File: src/hdl/two_bit_bimodal_predictor_core_macros.svh
// assertion macros used by the predictor back end (tbbp_back)
`ifndef TWO_BIT_BIMODAL_PREDICTOR_CORE_MACROS_SVH
`define TWO_BIT_BIMODAL_PREDICTOR_CORE_MACROS_SVH

// same-cycle implication
`define TBBP_ASSERT_NOW(label, clk, rst_n, ante, cons) \
    label: assert property (@(posedge clk) disable iff (!rst_n) (ante) |-> (cons)) \
        else $error("tbbp assertion failed");

// next-cycle implication
`define TBBP_ASSERT_NEXT(label, clk, rst_n, ante, cons) \
    label: assert property (@(posedge clk) disable iff (!rst_n) (ante) |=> (cons)) \
        else $error("tbbp assertion failed");

`endif

File: src/hdl/tbbp_pkg.sv
package tbbp_pkg;

    localparam int TABLE_DEPTH = 2048;
    localparam int IDX_W       = $clog2(TABLE_DEPTH);

    localparam int ADDR_W      = 64;
    localparam int CFG_W       = 4;
    localparam int COUNT_W     = 32;

    localparam int S_TDATA_W   = ((ADDR_W + 1 + 7) / 8) * 8;
    localparam int M_TDATA_W   = ((2 + COUNT_W + 7) / 8) * 8;

    localparam int QUEUE_DEPTH = 2;
    localparam int QPTR_W      = $clog2(QUEUE_DEPTH);
    localparam int QCNT_W      = $clog2(QUEUE_DEPTH + 1);

    localparam logic [CFG_W-1:0] INDEX_BITS_RESET = 4'd11;

    typedef logic [1:0] t_ctr;

    localparam t_ctr CTR_STRONG_NT = 2'b00;
    localparam t_ctr CTR_WEAK_NT   = 2'b01;
    localparam t_ctr CTR_WEAK_T    = 2'b10;
    localparam t_ctr CTR_STRONG_T  = 2'b11;

    typedef struct packed {
        logic [IDX_W-1:0] idx;
        logic             taken;
    } t_req;

endpackage

File: src/hdl/tbbp_back.sv
`include "two_bit_bimodal_predictor_core_macros.svh"

module tbbp_back (
    input  logic                          i_clk,
    input  logic                          i_rst_n,
    input  logic                          i_req_vld,
    output logic                          o_req_ready,
    input  tbbp_pkg::t_req                i_req,
    output logic                          o_busy,
    output logic                          o_tvalid,
    input  logic                          i_tready,
    output logic                          o_pred,
    output logic                          o_correct,
    output logic [tbbp_pkg::COUNT_W-1:0]  o_count
);

    tbbp_pkg::t_ctr              r_mem [tbbp_pkg::TABLE_DEPTH];

    logic                        r_clr_active;
    logic [tbbp_pkg::IDX_W-1:0]  r_clr_addr;

    logic                        r_s1_vld;
    tbbp_pkg::t_req              r_s1;
    tbbp_pkg::t_ctr              r_rdata;

    logic                        r_fwd_vld;
    logic [tbbp_pkg::IDX_W-1:0]  r_fwd_idx;
    tbbp_pkg::t_ctr              r_fwd_ctr;

    logic [tbbp_pkg::COUNT_W-1:0] r_count;
    logic [tbbp_pkg::COUNT_W-1:0] n_count;

    logic                        r_out_vld;
    logic                        r_out_pred;
    logic                        r_out_corr;
    logic [tbbp_pkg::COUNT_W-1:0] r_out_cnt;

    logic                        s1_fire;
    logic                        pop;
    tbbp_pkg::t_ctr              ctr_cur;
    tbbp_pkg::t_ctr              ctr_nxt;
    logic                        pred;
    logic                        correct;

    logic                        mem_we;
    logic [tbbp_pkg::IDX_W-1:0]  mem_waddr;
    tbbp_pkg::t_ctr              mem_wdata;

    assign s1_fire     = r_s1_vld && (!r_out_vld || i_tready);
    assign o_req_ready = !r_clr_active && (!r_s1_vld || s1_fire);
    assign pop         = i_req_vld && o_req_ready;
    assign o_busy      = r_clr_active;

    // bypass the entry written on the edge that registered the read
    assign ctr_cur = (r_fwd_vld && (r_fwd_idx == r_s1.idx)) ? r_fwd_ctr : r_rdata;
    assign pred    = ctr_cur[1];
    assign correct = (pred == r_s1.taken);

    always_comb begin
        ctr_nxt = ctr_cur;
        if (r_s1.taken) begin
            if (ctr_cur != tbbp_pkg::CTR_STRONG_T) begin
                ctr_nxt = ctr_cur + 1'b1;
            end
        end else begin
            if (ctr_cur != tbbp_pkg::CTR_STRONG_NT) begin
                ctr_nxt = ctr_cur - 1'b1;
            end
        end
    end

    always_comb begin
        n_count = r_count;
        if (correct && (r_count != '1)) begin
            n_count = r_count + 1'b1;
        end
    end

    always_comb begin
        if (r_clr_active) begin
            mem_we    = 1'b1;
            mem_waddr = r_clr_addr;
            mem_wdata = tbbp_pkg::CTR_STRONG_T;
        end else begin
            mem_we    = s1_fire;
            mem_waddr = r_s1.idx;
            mem_wdata = ctr_nxt;
        end
    end

    always_ff @(posedge i_clk) begin
        if (mem_we) begin
            r_mem[mem_waddr] <= mem_wdata;
        end
        if (pop) begin
            r_rdata <= r_mem[i_req.idx];
        end
    end

    always_ff @(posedge i_clk) begin
        if (!i_rst_n) begin
            r_clr_active <= 1'b1;
            r_clr_addr   <= '0;
            r_s1_vld     <= 1'b0;
            r_fwd_vld    <= 1'b0;
            r_count      <= '0;
            r_out_vld    <= 1'b0;
        end else begin
            if (r_clr_active) begin
                r_clr_addr <= r_clr_addr + 1'b1;
                if (r_clr_addr == tbbp_pkg::IDX_W'(tbbp_pkg::TABLE_DEPTH - 1)) begin
                    r_clr_active <= 1'b0;
                end
            end
            if (pop) begin
                r_s1_vld <= 1'b1;
            end else if (s1_fire) begin
                r_s1_vld <= 1'b0;
            end
            if (s1_fire) begin
                r_fwd_vld <= 1'b1;
                r_count   <= n_count;
                r_out_vld <= 1'b1;
            end else if (i_tready) begin
                r_out_vld <= 1'b0;
            end
        end
    end

    always_ff @(posedge i_clk) begin
        if (pop) begin
            r_s1 <= i_req;
        end
        if (s1_fire) begin
            r_fwd_idx  <= r_s1.idx;
            r_fwd_ctr  <= ctr_nxt;
            r_out_pred <= pred;
            r_out_corr <= correct;
            r_out_cnt  <= n_count;
        end
    end

    assign o_tvalid  = r_out_vld;
    assign o_pred    = r_out_pred;
    assign o_correct = r_out_corr;
    assign o_count   = r_out_cnt;

    `TBBP_ASSERT_NOW(a_clr_idle, i_clk, i_rst_n, r_clr_active, !r_s1_vld && !r_out_vld)
    `TBBP_ASSERT_NEXT(a_cnt_step, i_clk, i_rst_n, s1_fire && correct && (r_count != '1), r_count == $past(r_count) + 1'b1)
    `TBBP_ASSERT_NEXT(a_fwd_track, i_clk, i_rst_n, s1_fire, r_fwd_vld && (r_fwd_idx == $past(r_s1.idx)))

endmodule

File: config.mk
export PLATFORM = sky130hd
export DESIGN_NAME = tbbp_back
export DESIGN_NICKNAME = d
export VERILOG_FILES = /design/src/hdl/tbbp_pkg.sv /design/src/hdl/tbbp_back.sv
export VERILOG_INCLUDE_DIRS = /design/src /design/src/hdl
export SDC_FILE = /design/constraint.sdc
export NUM_CORES = 2
export LEC_CHECK = 0
export BUFFER_PORTS_ARGS = -buffer_cell sky130_fd_sc_hd__buf_2
export CORE_MARGIN = 2
export CORE_UTILIZATION = 65
export DETAILED_ROUTE_END_ITERATION = 16
export PLACE_DENSITY = 0.77
export SLEW_MARGIN = 20
export SYNTH_ARGS = -nofsm -noshare
export SYNTH_HDL_FRONTEND = slang
export SYNTH_SLANG_ARGS = --single-unit
File: constraint.sdc
create_clock -name i_clk -period 48.2 [get_ports i_clk]
set_input_delay 7.23 -clock i_clk [delete_from_list [all_inputs] [get_ports i_clk]]
set_output_delay 7.23 -clock i_clk [all_outputs]
set_load 0.02 [all_outputs]
After elaboration in Yosys (flattened, before gate mapping)
Memory sizes are Yosys's and may differ from the RTL's. A register that Yosys moved wholly into a read port is not among the register bits.
Cells that the tools add are included.

storage, ports and cells
  output and inout bits = 37
  memories kept = 1
  logic and storage cells = 52
  bits of input ports = 16
  register bits = 106
  memory bits (writable) = 4096

operators by class
  muxes and demuxes = 16
  add/subtract/negate cells = 4
  reduce and logical (&&, ||, !) cells = 13
  eq/ne operators = 5

memory list
  memory  words  width  read ports  clocked after memory_dff  wr ports  line             source
  r_mem   2048   2      1           1                         1         tbbp_back.sv:17  tbbp_pkg::t_ctr r_mem [tbbp_pkg::TABLE_DEPTH];

operator list
  cell                     count
  $add A32 B1 Y32 const B  1
  $mux W32                 1
  $ne A32 B32 Y1 const B   1
  $add A11 B1 Y11 const B  1
  $eq A11 B11 Y1           1
  $eq A11 B11 Y1 const B   1
  $mux W11                 1
  $mux W2                  5
  $mux W1                  9
  $reduce_bool A2 Y1       3
  $logic_and A1 B1 Y1      5
  $logic_not A1 Y1         3
  $add A2 B1 Y2 const B    1
  $logic_or A1 B1 Y1       2
  $ne A2 B2 Y1 const B     1
  $sub A2 B1 Y2 const B    1
  $eq A1 B1 Y1             1

Logic depth before layout (Yosys ltp)
  depth after elaboration = 7
  mapped depth = 15
  depth with buffers taken out = 9

Worst setup path before layout
OpenSTA, ideal clock, no wires.

  kind = reg-to-reg
  start point = register r_clr_active, in the netlist o_busy
  end point = memory r_mem[0][0] (netlist name), data pin
  cell stages (with the launch flop) = 6
  slack = 30.232 ns
  arrival time = 14.933 ns
  library setup time = 3.035 ns
  path buffers = 4
  period minus slack after synthesis = 17.968 ns
  data required time = 45.165 ns
  cell sequence = dfxtp_1 -> buf_2 -> buf_2 -> buf_1 -> buf_1 -> or2_2

between the ends
  word-level cells in the longest chain between the ends = 1

ends and longest elaborated chain
  element                 line              source
  from (decl)             tbbp_back.sv:19   logic r_clr_active;
  from (signal assigned)  tbbp_back.sv:102  r_clr_active <= 1'b1;
  from (signal assigned)  tbbp_back.sv:112  r_clr_active <= 1'b0;
  $mux W2                 tbbp_back.sv:80   if (r_clr_active) begin
  via mem_wdata[0]        tbbp_back.sv:47   tbbp_pkg::t_ctr mem_wdata;
  to (decl)               tbbp_back.sv:17

The timed path passes the listed nets, and every way through them passes these cells.

Final worst setup path
  start point = input i_tready
  end point = output o_req_ready

between the ends
  word-level cells in the longest chain between the ends = 4

ends and longest elaborated chain
  element              line             source
  from (decl)          tbbp_back.sv:11  input logic i_tready,
  $logic_or A1 B1 Y1   tbbp_back.sv:49  assign s1_fire = r_s1_vld && (!r_out_vld || i_tready);
  $logic_and A1 B1 Y1  tbbp_back.sv:49
  $logic_or A1 B1 Y1   tbbp_back.sv:50  assign o_req_ready = !r_clr_active && (!r_s1_vld || s1_fire);
  $logic_and A1 B1 Y1  tbbp_back.sv:50
  to (decl)            tbbp_back.sv:7   output logic o_req_ready,

Every way passes these cells.

==> results.json <==
{
  "worst_pin_slew_ps": 1350,
  "drc_errors": 0,
  "final_common_cell": "edfxtp_1",
  "drtIter0Drc": 17000,
  "fin_area_um2": 189000,
  "place_ws_ps": 33160,
  "tns_ps": 0,
  "final_cell_mix": "edfxtp_1, nor2_1, mux2i_1, mux4_2, clkbuf_16",
  "power.static_leakage_nw": 44.0,
  "power.total_w": 0.00734,
  "cts_tree": "yes",
  "path_max_fanout": 4,
  "fin_ws_ps": 33150,
  "post_cts.repair.setup_buffers": 0,
  "critical_path_class": "primary input to primary output",
  "hp-class": "flip-flop to flip-flop",
  "fin_crit_sh": 0.312,
  "ys.warnings.count": 0,
  "status": "complete, no violations",
  "critical_path.startpoint_type": "primary input",
  "dpl-instance-area_um2": 175000,
  "wl_um": 483000,
  "ys_types": 84,
  "syn_inst": 10600,
  "required_ps": 40970,
  "vias": 102000,
  "cp_top_family": "buffers and inverters",
  "setup_violations": 0,
  "routedWlPerCell_um": 33.7,
  "cp_data_arrival_time_ps": 7820,
  "die_x_um": 521,
  "track_usage": 0.352,
  "cp_common_cell": "buf_2",
  "core_um2": 266000,
  "slew_viol_final": 0,
  "critPathBufInv": 2,
  "nets": 10500,
  "ios": 53,
  "cap_violations": 0,
  "die-area_um2": 272000,
  "ant_nets": 0,
  "syn_nets": 10600,
  "start_util": 0.655,
  "via_per_inst": 7.12,
  "io_buffers": 52,
  "synth_edf_count": 4157,
  "hold_viol": 0,
  "skew_ps": 56.0,
  "cpPeakStageDelay_ps": 210,
  "cts_resized": 0,
  "crit_path_end_kind": "primary output",
  "antenna_found_initial": 28,
  "rsz0062_at_grt": "false",
  "dp_hpwl_um": 260000,
  "cts_buffer_depth": 4,
  "fmax_mhz": 66.5,
  "synth-seq-area-share": 0.723,
  "ys_ff_latch": 4204,
  "worstSkewPairLatency_ps": 940,
  "ys.flop_type": "edfxtp_1",
  "ir_drop_mv": 0.0305,
  "cts_buffers": 411,
  "cts.sinks": 4204,
  "grt_max_degree": 267,
  "slew_headroom": 0.0983,
  "numPlacedInstances": 13600,
  "syn_area_per_cell_um2": 16.4,
  "area_delta_synth_final_pct": 8.57,
  "num_rows": 189,
  "synth_area_um2": 174000,
  "gp_congestion": 0.854,
  "grt_pass1_vias": 100000,
  "grt_pass1_wl_um": 685000,
  "async_reset_ff_frac": 0,
  "p_per_area_nw_per_um2": 38.9,
  "clk_root_buffer_cell": "clkbuf_16",
  "cts_hold_buffers": 0,
  "path_cells": "buf_2 -> nor2b_1 -> a21oi_1 -> buf_2",
  "clkTransAtPathRegs_ps": 60,
  "layout-drive-gt1-share": 0.144,
  "dr.pass1.iters": 6,
  "overflow": 0,
  "dieHeight_um": 521,
  "finalNonFillerCells": 14300,
  "htree_num_levels": 5,
  "slowest_stage": "nor2b_1",
  "period_minus_slack_ps": 15050
}
==> registers in the layout (all words and copies together), names as in the netlist, 2 cells and up <==
name        cells
r_mem        4096
o_count        32
r_count        32
r_s1           12
r_clr_addr     11
r_fwd_idx      11
r_fwd_ctr       2
r_rdata         2
==> cells in the mapped netlist, types with 54 or more instances <==
library cell  number  area [µm²]
mux2i_1          886        8870
buf_2            104         521
mux4_1            67        1760
a21oi_1          224        1120
clkbuf_1         519        1950
edfxtp_1        4157      125000
nor3_1           177         886
nor2_1          2205        8280
o21ai_0          108         541
nand3_1           54         270
buf_6             91        1020
mux4_2           526       11800
o221ai_1         319        2790
o22ai_1          238        1490
nand2_1          209         785
buf_1             58         218
==> power by group <==
group	leakage [nW]	switching (W)	internal [W]
Combinational	14.0	0.000173	0.0000679
Sequential	23.6	0.000000500	0.00395
Clock	6.37	0.00137	0.00178
Total	44.0	0.00154	0.00580
==> logic make-up (layout without fill, tap and decap cells) <==
| logic type | count (synthesis) | count (layout) | share of synthesized area |
|---|---|---|---|
| XOR/XNOR | 75 | 75 | 0.00378 |
| AND/OR/NAND/NOR | 2854 | 2854 | 0.0666 |
| AO/OA/AOI/OAI | 1096 | 1096 | 0.0443 |
| buffers and inverters | 896 | 1042 | 0.0310 |
| adder cells (fa/ha/maj) | 4 | 4 | 0.000259 |
| multiplexers | 1500 | 1500 | 0.131 |
| flip-flops | 4204 | 4204 | 0.723 |
| other | 0 | 25 | 0 |
==> per-stage QoR <==
| stage | hold slack, ps | utilization |
|---|---|---|
| after CTS | 473 | 0.710 |
| after floorplan | 425 | - |
| after global routing | 491 | 0.711 |
| after detailed placement | 458 | 0.661 |
| after global placement | 451 | 0.660 |
| final | 472 | 0.711 |
==> per-layer routing <==
metal  vias to the layer above  global-route usage  wire [µm]
met5                         -                   0        184
met4                        30               0.181      28200
met2                      8050               0.544     224000
met3                      1463              0.0958      68700
li1                      41000                   -          -
met1                     51500               0.464     161000
==> final cells by class <==
type | count | area [µm²]
antenna | 25 | 62.6
clock buffer | 495 | 10800
clock inverter | 257 | 2250
fill | 15800 | 76800
inverter | 14 | 67.6
multi-input combinational | 5529 | 43100
sequential | 4204 | 126000
tap | 3533 | 4420
timing repair buffer | 276 | 2250
==> final timing paths <==
| check | depth (start not counted) | slack (ps) | to | startpoint |
|---|---|---|---|---|
| setup / recovery | 4 | 33150 | o_req_ready | i_tready |
| hold / removal | 1 | 470 | r_fwd_vld$_SDFFE_PN0P_ | r_fwd_vld$_SDFFE_PN0P_ |
| setup reg to reg | 11 | 41250 | r_mem[1118][1]$_DFFE_PP_ | r_s1[1]$_DFFE_PP_ |
| hold reg to reg | 1 | 470 | r_fwd_vld$_SDFFE_PN0P_ | r_fwd_vld$_SDFFE_PN0P_ |
No activity file was read; power rests on OpenSTA's default activity.
