===== src/hdl/two_bit_bimodal_predictor_core_macros.svh =====
// assertion macros used by the predictor back end (tbbp_back)
`ifndef TWO_BIT_BIMODAL_PREDICTOR_CORE_MACROS_SVH
`define TWO_BIT_BIMODAL_PREDICTOR_CORE_MACROS_SVH

// same-cycle implication
`define TBBP_ASSERT_NOW(label, clk, rst_n, ante, cons) \
    label: assert property (@(posedge clk) disable iff (!rst_n) (ante) |-> (cons)) \
        else $error("tbbp assertion failed");

// next-cycle implication
`define TBBP_ASSERT_NEXT(label, clk, rst_n, ante, cons) \
    label: assert property (@(posedge clk) disable iff (!rst_n) (ante) |=> (cons)) \
        else $error("tbbp assertion failed");

`endif


===== src/hdl/tbbp_pkg.sv =====
package tbbp_pkg;

    localparam int TABLE_DEPTH = 2048;
    localparam int IDX_W       = $clog2(TABLE_DEPTH);

    localparam int ADDR_W      = 64;
    localparam int CFG_W       = 4;
    localparam int COUNT_W     = 32;

    localparam int S_TDATA_W   = ((ADDR_W + 1 + 7) / 8) * 8;
    localparam int M_TDATA_W   = ((2 + COUNT_W + 7) / 8) * 8;

    localparam int QUEUE_DEPTH = 2;
    localparam int QPTR_W      = $clog2(QUEUE_DEPTH);
    localparam int QCNT_W      = $clog2(QUEUE_DEPTH + 1);

    localparam logic [CFG_W-1:0] INDEX_BITS_RESET = 4'd11;

    typedef logic [1:0] t_ctr;

    localparam t_ctr CTR_STRONG_NT = 2'b00;
    localparam t_ctr CTR_WEAK_NT   = 2'b01;
    localparam t_ctr CTR_WEAK_T    = 2'b10;
    localparam t_ctr CTR_STRONG_T  = 2'b11;

    typedef struct packed {
        logic [IDX_W-1:0] idx;
        logic             taken;
    } t_req;

endpackage


===== src/hdl/tbbp_front.sv =====
module tbbp_front (
    input  logic                               i_clk,
    input  logic                               i_rst_n,
    input  logic                               i_cfg_we,
    input  logic [tbbp_pkg::CFG_W-1:0]         i_cfg_wdata,
    input  logic                               i_tvalid,
    output logic                               o_tready,
    input  logic [tbbp_pkg::ADDR_W-1:0]        i_addr,
    input  logic                               i_taken,
    input  logic                               i_back_busy,
    output logic                               o_req_vld,
    input  logic                               i_req_ready,
    output tbbp_pkg::t_req                     o_req
);

    logic [tbbp_pkg::CFG_W-1:0]  r_index_bits;
    tbbp_pkg::t_req              r_q [tbbp_pkg::QUEUE_DEPTH];
    logic [tbbp_pkg::QPTR_W-1:0] r_wr_ptr;
    logic [tbbp_pkg::QPTR_W-1:0] r_rd_ptr;
    logic [tbbp_pkg::QCNT_W-1:0] r_cnt;
    logic [tbbp_pkg::QCNT_W-1:0] n_cnt;

    logic [tbbp_pkg::IDX_W-1:0]  mask;
    tbbp_pkg::t_req              new_req;
    logic                        push;
    logic                        pop;

    // index mask from the configured width
    always_comb begin
        for (int i = 0; i < tbbp_pkg::IDX_W; i++) begin
            mask[i] = (r_index_bits > tbbp_pkg::CFG_W'(i));
        end
    end

    assign new_req.idx   = i_addr[tbbp_pkg::IDX_W-1:0] & mask;
    assign new_req.taken = i_taken;

    assign o_tready  = (r_cnt != tbbp_pkg::QCNT_W'(tbbp_pkg::QUEUE_DEPTH)) && !i_back_busy;
    assign push      = i_tvalid && o_tready;
    assign o_req_vld = (r_cnt != '0);
    assign pop       = o_req_vld && i_req_ready;
    assign o_req     = r_q[r_rd_ptr];

    always_comb begin
        n_cnt = r_cnt;
        if (push && !pop) begin
            n_cnt = r_cnt + 1'b1;
        end else if (pop && !push) begin
            n_cnt = r_cnt - 1'b1;
        end
    end

    always_ff @(posedge i_clk) begin
        if (!i_rst_n) begin
            r_index_bits <= tbbp_pkg::INDEX_BITS_RESET;
            r_wr_ptr     <= '0;
            r_rd_ptr     <= '0;
            r_cnt        <= '0;
        end else begin
            if (i_cfg_we) begin
                r_index_bits <= i_cfg_wdata;
            end
            if (push) begin
                r_wr_ptr <= r_wr_ptr + 1'b1;
            end
            if (pop) begin
                r_rd_ptr <= r_rd_ptr + 1'b1;
            end
            r_cnt <= n_cnt;
        end
    end

    always_ff @(posedge i_clk) begin
        if (push) begin
            r_q[r_wr_ptr] <= new_req;
        end
    end

endmodule


===== config.mk =====
export PLATFORM = sky130hd
export DESIGN_NAME = tbbp_front
export DESIGN_NICKNAME = d
export VERILOG_FILES = /design/src/hdl/two_bit_bimodal_predictor_core_macros.svh /design/src/hdl/tbbp_pkg.sv /design/src/hdl/tbbp_front.sv
export SDC_FILE = /design/constraint.sdc
export NUM_CORES = 1
export LEC_CHECK = 0
export BUFFER_PORTS_ARGS = -buffer_cell sky130_fd_sc_hd__buf_2
export CORE_MARGIN = 2
export CORE_UTILIZATION = 39
export CTS_BUF_LIST = sky130_fd_sc_hd__clkbuf_8
export DETAILED_ROUTE_END_ITERATION = 7
export PLACE_DENSITY = 0.75
export SLEW_MARGIN = 10
export SYNTH_ARGS = -nofsm -noshare
export SYNTH_HDL_FRONTEND = slang
export SYNTH_SLANG_ARGS = --single-unit

===== constraint.sdc =====
create_clock -name i_clk -period 1.9 [get_ports i_clk]
set_clock_uncertainty 0.15 [all_clocks]
set_input_delay 0.38 -clock i_clk [delete_from_list [all_inputs] [get_ports i_clk]]
set_output_delay 0.38 -clock i_clk [all_outputs]
set_load 0.02 [all_outputs]

* Word level (Yosys, flattened, before mapping) *
Memories as Yosys holds them, arrays and structs flattened. A register that Yosys moved wholly into a read port is not among the register bits.
Cells that the tools add are included.

word-level totals
  register bits = 8
  RAM bits = 24
  input port bits = 75
  output and inout port bits = 14
  logic and storage cells = 38
  memories = 1

cells by class
  add/subtract/negate cells = 4
  order comparisons = 11
  equal/unequal tests = 1
  muxes and demuxes = 6
  bitwise operators = 1
  reduce and logical (&&, ||, !) cells = 10

memory list
  name  depth  bits a word  rd ports  clocked after Yosys merged registers in  write ports  RTL line          source
  r_q   2      12           1         1                                        1            tbbp_front.sv:17  tbbp_pkg::t_req r_q [tbbp_pkg::QUEUE_DEPTH];

operators with widths
  operator                                                              count
  4-bit by 3-bit > comparator with 1-bit output, second input constant  4
  4-bit > comparator, second input constant                             3
  11-bit AND                                                            1
  4-bit by 1-bit > comparator with 1-bit output, second input constant  2
  4-bit by 2-bit > comparator with 1-bit output, second input constant  2
  1-bit logical AND                                                     5
  1-bit two-way mux                                                     4
  2-bit two-way mux                                                     2
  2-bit nonzero test                                                    2
  1-bit logical NOT                                                     3
  1-bit adder, second input constant                                    2
  2-bit by 1-bit adder with 2-bit output, second input constant         1
  2-bit inequality test, second input constant                          1
  2-bit by 1-bit subtractor with 2-bit output, second input constant    1

* Logic depth before layout (Yosys ltp) *
Gate-level depths: netlist (run 1).

  depth after elaboration = 7
  depth in mapped cells = 6
  mapped depth without buffers = 6

* Least setup slack after synthesis (run 1) *
OpenSTA, ideal clock, no wires.

  path kind = register -> register
  start = register r_cnt[0] (netlist bit)
  end = memory r_q[0][0] (netlist bit) (enable)
  setup time = 0.382 ns
  arrival time = 1.347 ns
  data required time = 1.368 ns
  slack = 0.021 ns
  cell stages (with the launch flop) = 4
  buffers on the path = 0
  clock period less this slack = 1.879 ns
  cell sequence = dfxtp_1 > nor2b_1 > nor3b_2 > nor2b_1

on the way
  word-level cells in the longest chain between the ends = 5

ends and longest elaborated chain
  element                                  RTL line          source
  start, declared                          tbbp_front.sv:20  logic [tbbp_pkg::QCNT_W-1:0] r_cnt;
  start signal, assigned                   tbbp_front.sv:69  r_cnt <= n_cnt;
  2-bit inequality test                    tbbp_front.sv:38  assign o_tready = (r_cnt != tbbp_pkg::QCNT_W'(tbbp_pkg::QUEUE_DEPTH)) && !i_back_busy;
  1-bit logical AND                        tbbp_front.sv:38
  1-bit logical AND                        tbbp_front.sv:39  assign push = i_tvalid && o_tready;
  net push                                 tbbp_front.sv:25  logic push;
  1-bit two-way mux                        tbbp_front.sv:74  if (push) begin
  1-bit two-way mux (implied by the code)  tbbp_front.sv:75  r_q[r_wr_ptr] <= new_req;
  end, declared                            tbbp_front.sv:17

The timed path passes the listed nets, and every way through them passes these cells.

==> results.md, run 1 <==
* Status: complete, no violations
* Die width at roughly 63 um
* Worst-case reg-to-reg path depth at 5
* Slew Viols, Final at 0
* Period utilisation layout at just under 100%
* Worst-path cell chain: buf_4, mux2_2, buf_2
* Root buf cell: clkbuf_8
* MaxCap Viol Count at 0
* Top cells by area, synth: edfxtp_1 52%, dfxtp_1 13%, mux2_2 9.8%, mux2i_1 3.6%, nor2b_1 2.7%
* Initial antenna violation count at 0
* Die Footprint at 4030 um^2
* Post-CTS Hold Buffers at 0
* Worst path arrival time at 1300 ps
* Max incr delay on CP at around 360 ps
* Final setup TNS at 0 ps
* Row count at 21
* Hold Crit Class: in2reg
* Clock Sinks at 33
* R2r endpoint: r_cnt[1]$_SDFFE_PN0P_
* Clk slew on worst S/H paths at roughly 60 ps
* Pleak at roughly 0.69 nW
* DRC viols at 0
* # port buffers at 35
* Clock Tree Buf Depth at 2
* Highest routed layer: met4
* Worst setup SP type: flip-flop
* Crit end category: primary output
* Nets@finish at 213
* Post-synthesis async set-or-reset flop share at 0%
* Fmax at about 0.55 GHz
* Gate power share at a little under a third
* DRT Wirelength at between 2 and 2.5 mm
* Crit path to: o_req[1]
* Cell Pwr Density at 1170 nW/um^2
* Yosys reg bits at 33
* CP max FO at 12
* Placed wire-length estimate at ~1.8 mm
* Worst-Margin Slew at between 400 and 500 ps
* Top_reg_cell synth: edfxtp_1
* Yosys cell types at 28
* DR pass1 iterations at 5
* Place WS at approximately 130 ps
* Area of the multi-input gates at about 450 um^2
* Internal power at roughly 1.4 mW
* Worst path buffer plus inverter count at 2
* Crit path required time at roughly 1400 ps
* H-tree Lvls at 2
* FILL cells at approximately 300
* Post-Route M1 WL at about 1000 um
* Final worst slack at around 66 ps
* Share of the synthesized area in the top cell type at roughly 52%
* First-pass GRT wire length at 3.93 mm
* Switching portion of total power at ~30%
* Most common cell in the synthesized netlist: edfxtp_1
* Clock power frac at between 20% and 30%
* Sequential share of power at 46.2%
* VDD IR max at roughly 0.00077 V
* CTS buffer count at 5
* Synth area leader: edfxtp_1
* Non-filler cells, final at approximately 180
* Area Overhead vs Synth at 23.8%
* Final hold violation count at 0
* Cell Area, Placed at around 1600 um^2
* # setup viols final at 0
* Placer's final routability congestion estimate at 0.761
* Initial DRC count at 32
* Total Power at ~2.0 mW
* Utilization after layout at approximately half
* Net count after synthesis at between 150 and 200
* RSZ-0062 raised after global routing: no
* Diodes inserted at 0
* Vias in the first global route at about 890
* Post-DRT Antenna Nets at 0
* Relative slew slack at roughly 73%
* CTS tree: yes
* Avg Cell Area, Syn at ~14 um^2
* Setup slack, reg-to-reg at 150 ps
* Post-cts sizing count at 0
* Post-CTS setup buffers at 0
* Routed len/inst at roughly 13 um
* Mapped Cells at between 90 and 100
* Syn. warnings at 0
* Top cells by count, synth: 24 x edfxtp_1, 12 x mux2_2, 9 x dfxtp_1
* Share of layout cells above drive strength 1 at a little over two fifths
* Vias/cell at around 4.8
* Seq/Total Area, Yosys at about two thirds
* Final Critical Period at 1830 ps
* Worst r2r src: r_cnt[1]$_SDFFE_PN0P_
* Met2 WL post-DR at between 1 and 1.5 mm
* Vias at roughly 870
* Post-synth EDFFs at 24
* Initial Util at about two fifths
* Final instance area at approximately 1700 um^2
* # IOs at 89
* Post-placement cell count at approximately 180
* Floorplan core area at ~3400 um^2
* Met3 wire len at around 190 um
* Largest net degree at the start of global routing at 13
* Slowest CP cell: mux2_2
* Worst path top cell family by delay: buffers and inverters
* Clock latency on the worst-skew pair at between 200 and 300 ps
* CP Class: reg2out
* Total track usage at 13.2%
* P_sw at between 0.6 and 0.7 mW
* Syn Std Cell Area at about 1400 um^2
* Die H at 63.5 um
* Total grt overflow at 0
* Hold WS at 145 ps
* WP depth at 3
* Register Area at 901 um^2
-- final cells by class --
cell class,count,area share [%]
Timing Repair Buffer,39,12.8
Multi-Input combinational cell,58,26.6
Tap cell,46,3.37
Clock inverter,2,0.440
Clock buffer,5,4.03
Sequential cell,33,52.8
-- power by group through the flow --
stage	Combinational (mW)	Clock [mW]	Sequential, mW
floorplan	0.445	0	0.922
global placement	0.597	0	0.932
detailed placement	0.625	0	0.939
CTS	0.627	0.479	0.925
global route	0.664	0.504	0.936
finish	0.616	0.459	0.924
-- registers in the layout, summed over array words and instances (netlist names), named ones only --
| register | count |
|---|---|
| r_index_bits | 4 |
| r_wr_ptr | 1 |
| r_cnt | 2 |
| r_q | 24 |
| r_rd_ptr | 1 |
-- cells by family (layout without fill, tap and decap cells) --
logic type / count (synthesis) / in the layout / share of synthesized area [%]
simple gates: 24 / 24 / 9.71
fa+ha+maj: 1 / 1 / 0.907
mux: 17 / 17 / 13.4
flops: 33 / 33 / 65.3
compound gates: 13 / 13 / 6.99
buf+inv: 6 / 46 / 1.72
xor+xnor: 3 / 3 / 1.91
-- worst min path at each step --
stage / startpoint / end / cells past startpoint
floorplan: r_wr_ptr$_SDFFE_PN0P_ / r_wr_ptr$_SDFFE_PN0P_ / 2
global placement: r_wr_ptr$_SDFFE_PN0P_ / r_wr_ptr$_SDFFE_PN0P_ / 2
detailed placement: r_wr_ptr$_SDFFE_PN0P_ / r_wr_ptr$_SDFFE_PN0P_ / 2
CTS: i_taken / r_q[1][0]$_DFFE_PP_ / 1
global route: i_taken / r_q[1][0]$_DFFE_PP_ / 1
finish: i_taken / r_q[1][0]$_DFFE_PP_ / 1
-- cells in the final DEF (no fill, tap or decap), types with 2 or more instances in the layout --
master / netlist / final
a21oi_1: 2 / 2
and2_1: 5 / 5
buf_2: 1 / 35
buf_4: 0 / 3
clkbuf_8: 0 / 5
dfxtp_1: 9 / 9
edfxtp_1: 24 / 24
mux2_2: 12 / 12
mux2i_1: 5 / 5
nand2_1: 6 / 6
nor2_1: 3 / 3
nor2b_1: 6 / 6
o21a_1: 2 / 2
xnor2_1: 2 / 2
-- per-layer routing --
layer,GRT usage [%],up-vias
met3,6.07,4
met5,0,-
met1,14.4,408
li1,-,431
met2,22.1,31
met4,5.71,0
Note: power is estimated with default switching activity, not from simulation.
==> run 2: changes to the inputs <==
Settings changed: ABC_AREA set to 1, PLACE_DENSITY 0.75 to 0.74.
==> run 2 against run 1 <==
Sequential share of layout area down 1.2 points. Core utilization up 0.35 points. Sequential power down 4.8%. Die area up 3.4%. Setup slack better by 27 ps. Register-to-register slack better by 210 ps. Critical path type unchanged. Critical endpoint is now o_req[0].
==> results.md, run 2 <==
* Status: complete, no violations
* Syn Std Cell Area at 1430 um^2 (+3.6%)
* Syn. warnings at 0 (unchanged)
* # setup viols final at 0 (unchanged)
* Die H at 64.5 um (+1.7%)
* Clk slew on worst S/H paths at 60 ps (about the same)
* Post-synth EDFFs at 24 (unchanged)
* Vias/cell at 4.56 (-4.6%)
* # port buffers at 35 (unchanged)
* Nets@finish at 238 (+12%)
* CTS buffer count at 5 (unchanged)
* Mapped Cells at 119 (+23%)
* Clock Sinks at 33 (unchanged)
* FILL cells at 325 (+5.2%)
* Most common cell after layout, fill and taps aside: buf_2
* Top cells by area, synth: edfxtp_1 50%, dfxtp_1 13%, mux2_4 11%, nand2_1 4.5%, inv_1 3.9%
* Top reg by flops: r_q
* Top cells by count, synth: 24 x edfxtp_1, 17 x nand2_1, 15 x inv_1
* Crit path required time at 1370 ps (about the same)
* Period utilisation layout at 95.1% (-1.4 points)
* Net count after synthesis at 195 (+13%)
* Crit end category: primary output
* Area Overhead vs Synth at 22.2%
* Switching portion of total power at 28.5% (-1.6 points)
* Relative slew slack at 78.6% (+5.8 points)
* Seq/Total Area, Yosys at 63.0% (-2.3 points)
* Biggest regs: r_q: 24 flops, r_index_bits: 4 flops, r_cnt: 2 flops
* Row count at 21 (unchanged)
* CP Class: reg2out
* Post-DRT Antenna Nets at 0 (unchanged)
* # IOs at 89 (unchanged)
* DRT Wirelength at 2.59 mm (+5.5%)
* Placed wire-length estimate at 1.96 mm (+11%)
* Placer's final routability congestion estimate at 0.730 (-4.1%)
* CP max FO at 12 (unchanged)
* Diodes inserted at 0 (unchanged)
* Root buf cell: clkbuf_8
* Clock power frac at 25.7% (+2.7 points)
* Share of layout cells above drive strength 1 at 36.4% (-5.9 points)
* Die Footprint at 4160 um^2 (+3.4%)
* Initial Util at 41.8% (+0.83 points)
* Worst path arrival time at 1280 ps (-20 ps)
* Crit path to: o_req[0]
* Post-CTS setup buffers at 0 (unchanged)
* Gate power share at 24.9% (-5.9 points)
* Clock latency on the worst-skew pair at 270 ps (about the same)
* Total grt overflow at 0 (unchanged)
* Setup slack, reg-to-reg at 360 ps (+210 ps)
* Final Critical Period at 1810 ps (-26.5 ps)
* Post-Route M1 WL at 1.05 mm (+6.4%)
* Yosys cell types at 23 (-18%)
* DRC viols at 0 (unchanged)
* Clock Tree Buf Depth at 2 (unchanged)
* First-pass GRT wire length at 4.13 mm (+5.1%)
* Pleak at 0.787 nW (+14%)
* Hold Crit Class: in2reg
* Cell Area, Placed at 1670 um^2 (+2.1%)
* Hold WS at 153 ps (+8.78 ps)
* Commonest non-fill, non-tap cells in the layout: 35 x buf_2, 24 x edfxtp_1, 17 x nand2_1
* Worst-case reg-to-reg path depth at 10 (+5)
* Total track usage at 13.6% (+0.35 points)
* CTS tree: yes
* Worst setup SP type: flip-flop
* Final hold violation count at 0 (unchanged)
* Initial antenna violation count at 0 (unchanged)
* P_sw at 0.508 mW (-16%)
* Routed len/inst at 12.4 um (-7.2%)
* Vias in the first global route at 940 (+5.9%)
* Max reg flops at 24 (unchanged)
* Die width at 64.5 um (+1.7%)
* Yosys reg bits at 33 (unchanged)
* DR pass1 iterations at 4 (-1)
* Floorplan core area at 3420 um^2 (+1.6%)
* Worst r2r src: r_cnt[0]$_SDFFE_PN0P_
* Synth area leader: edfxtp_1
* Met3 wire len at 187 um (-0.53%)
* MaxCap Viol Count at 0 (unchanged)
* Slew Viols, Final at 0 (unchanged)
* Avg Cell Area, Syn at 12.0 um^2 (-16%)
* Share of the synthesized area in the top cell type at 50.4% (-1.8 points)
* VDD IR max at 0.000435 V (-44%)
* Largest net degree at the start of global routing at 13 (unchanged)
* Most common cell in the synthesized netlist: edfxtp_1
* Final setup TNS at 0 ps (unchanged)
* RSZ-0062 raised after global routing: no
* R2r endpoint: r_cnt[1]$_SDFFE_PN0P_
* Met2 WL post-DR at 1.33 mm (+7.2%)
* Top_reg_cell synth: edfxtp_1
* Post-synthesis async set-or-reset flop share at 0% (unchanged)
* Hold depth at 1 (unchanged)
* Sequential share of power at 49.4% (+3.2 points)
* Worst-Margin Slew at 321 ps (-86.3 ps)
* H-tree Lvls at 2 (unchanged)
* Fmax at 0.553 GHz (+1.5%)
* Cell Pwr Density at 1020 nW/um^2 (-13%)
* Vias at 948 (+8.5%)
* Final instance area at 1750 um^2 (+2.3%)
* Initial DRC count at 27 (-16%)
* Utilization after layout at 51.1% (+0.35 points)
* Highest routed layer: met4
* Internal power at 1.27 mW (-8.9%)
[run 2: cell count changes after synthesis, moves of 5 or more]
cell and delta:
nor2_1 +7, nor2b_1 -6, a21oi_1 +6, clkbuf_1 -5, nand2_1 +11, and2_1 -5, mux2_4 +10, inv_1 +15
mux2_2 -12, mux2i_1 -5
[run 2: worst max-delay path, stage by stage, from the launching register on]
cell     delay (ps)
dfxtp_1         320
buf_6           190
mux2_1          340
buf_2           160
[run 2: per-stage QoR]
stage          total power [mW]  instances  worst slack (ps)
6_report                   1.78        208              92.2
5_1_grt                    1.88        208              20.8
4_1_cts                    1.80        208              22.1
3_5_place_dp               1.34        201               325
3_3_place_gp               1.32        201               327
2_1_floorplan              1.21        119               284
[run 2: final cells by class]
cell class	instances	area [um^2]	share of cell area, %
multi-input combinational	67	445	25.5
inverter	17	63.8	3.66
clock inverter	2	7.51	0.430
tap	46	57.6	3.30
timing repair buffer	38	201	11.5
sequential	33	901	51.6
clock buffer	5	68.8	3.94
[run 2: what timing repair did]
| item | in CTS | in global routing |
|---|---|---|
| hold buffers | 0 | 0 |
| resized for setup | 0 | 1 |
| endpoints found under the setup margin | 0 | 2 |
[run 2: power by group through the flow]
| stage | Clock [mW] | Combinational (mW) | Sequential, mW |
|---|---|---|---|
| 6_report | 0.459 | 0.444 | 0.880 |
| 5_1_grt | 0.502 | 0.491 | 0.885 |
| 2_1_floorplan | 0 | 0.327 | 0.885 |
| 4_1_cts | 0.475 | 0.449 | 0.878 |
| 3_3_place_gp | 0 | 0.429 | 0.888 |
| 3_5_place_dp | 0 | 0.448 | 0.893 |
[run 2: worst min path at each step]
stage	start	to	slack, ps
global route	i_taken	r_q[1][0]$_DFFE_PP_	140
floorplan	i_rst_n	r_index_bits[3]$_SDFFE_PN1P_	310
CTS	i_taken	r_q[0][0]$_DFFE_PP_	140
global placement	r_rd_ptr$_SDFFE_PN0P_	r_rd_ptr$_SDFFE_PN0P_	330
finish	i_taken	r_q[0][0]$_DFFE_PP_	150
detailed placement	r_rd_ptr$_SDFFE_PN0P_	r_rd_ptr$_SDFFE_PN0P_	360
[run 2: routing by layer]
| metal | vias up | track usage (%) |
|---|---|---|
| li1 | 488 | - |
| met1 | 424 | 15.2 |
| met2 | 33 | 23.2 |
| met3 | 3 | 6.25 |
| met4 | 0 | 3.99 |
| met5 | - | 0 |
[run 2: kinds of logic (layout without fill, tap and decap cells)]
kind of cell,after synthesis,in the layout,synth area share (%)
AO/OA/AOI/OAI,16,16,6.30
multiplexers,12,12,12.1
AND/OR/NAND/NOR,38,38,11.9
adder cells (fa/ha/maj),1,1,0.876
buffers and inverters,19,62,5.78
flip-flops,33,33,63.0
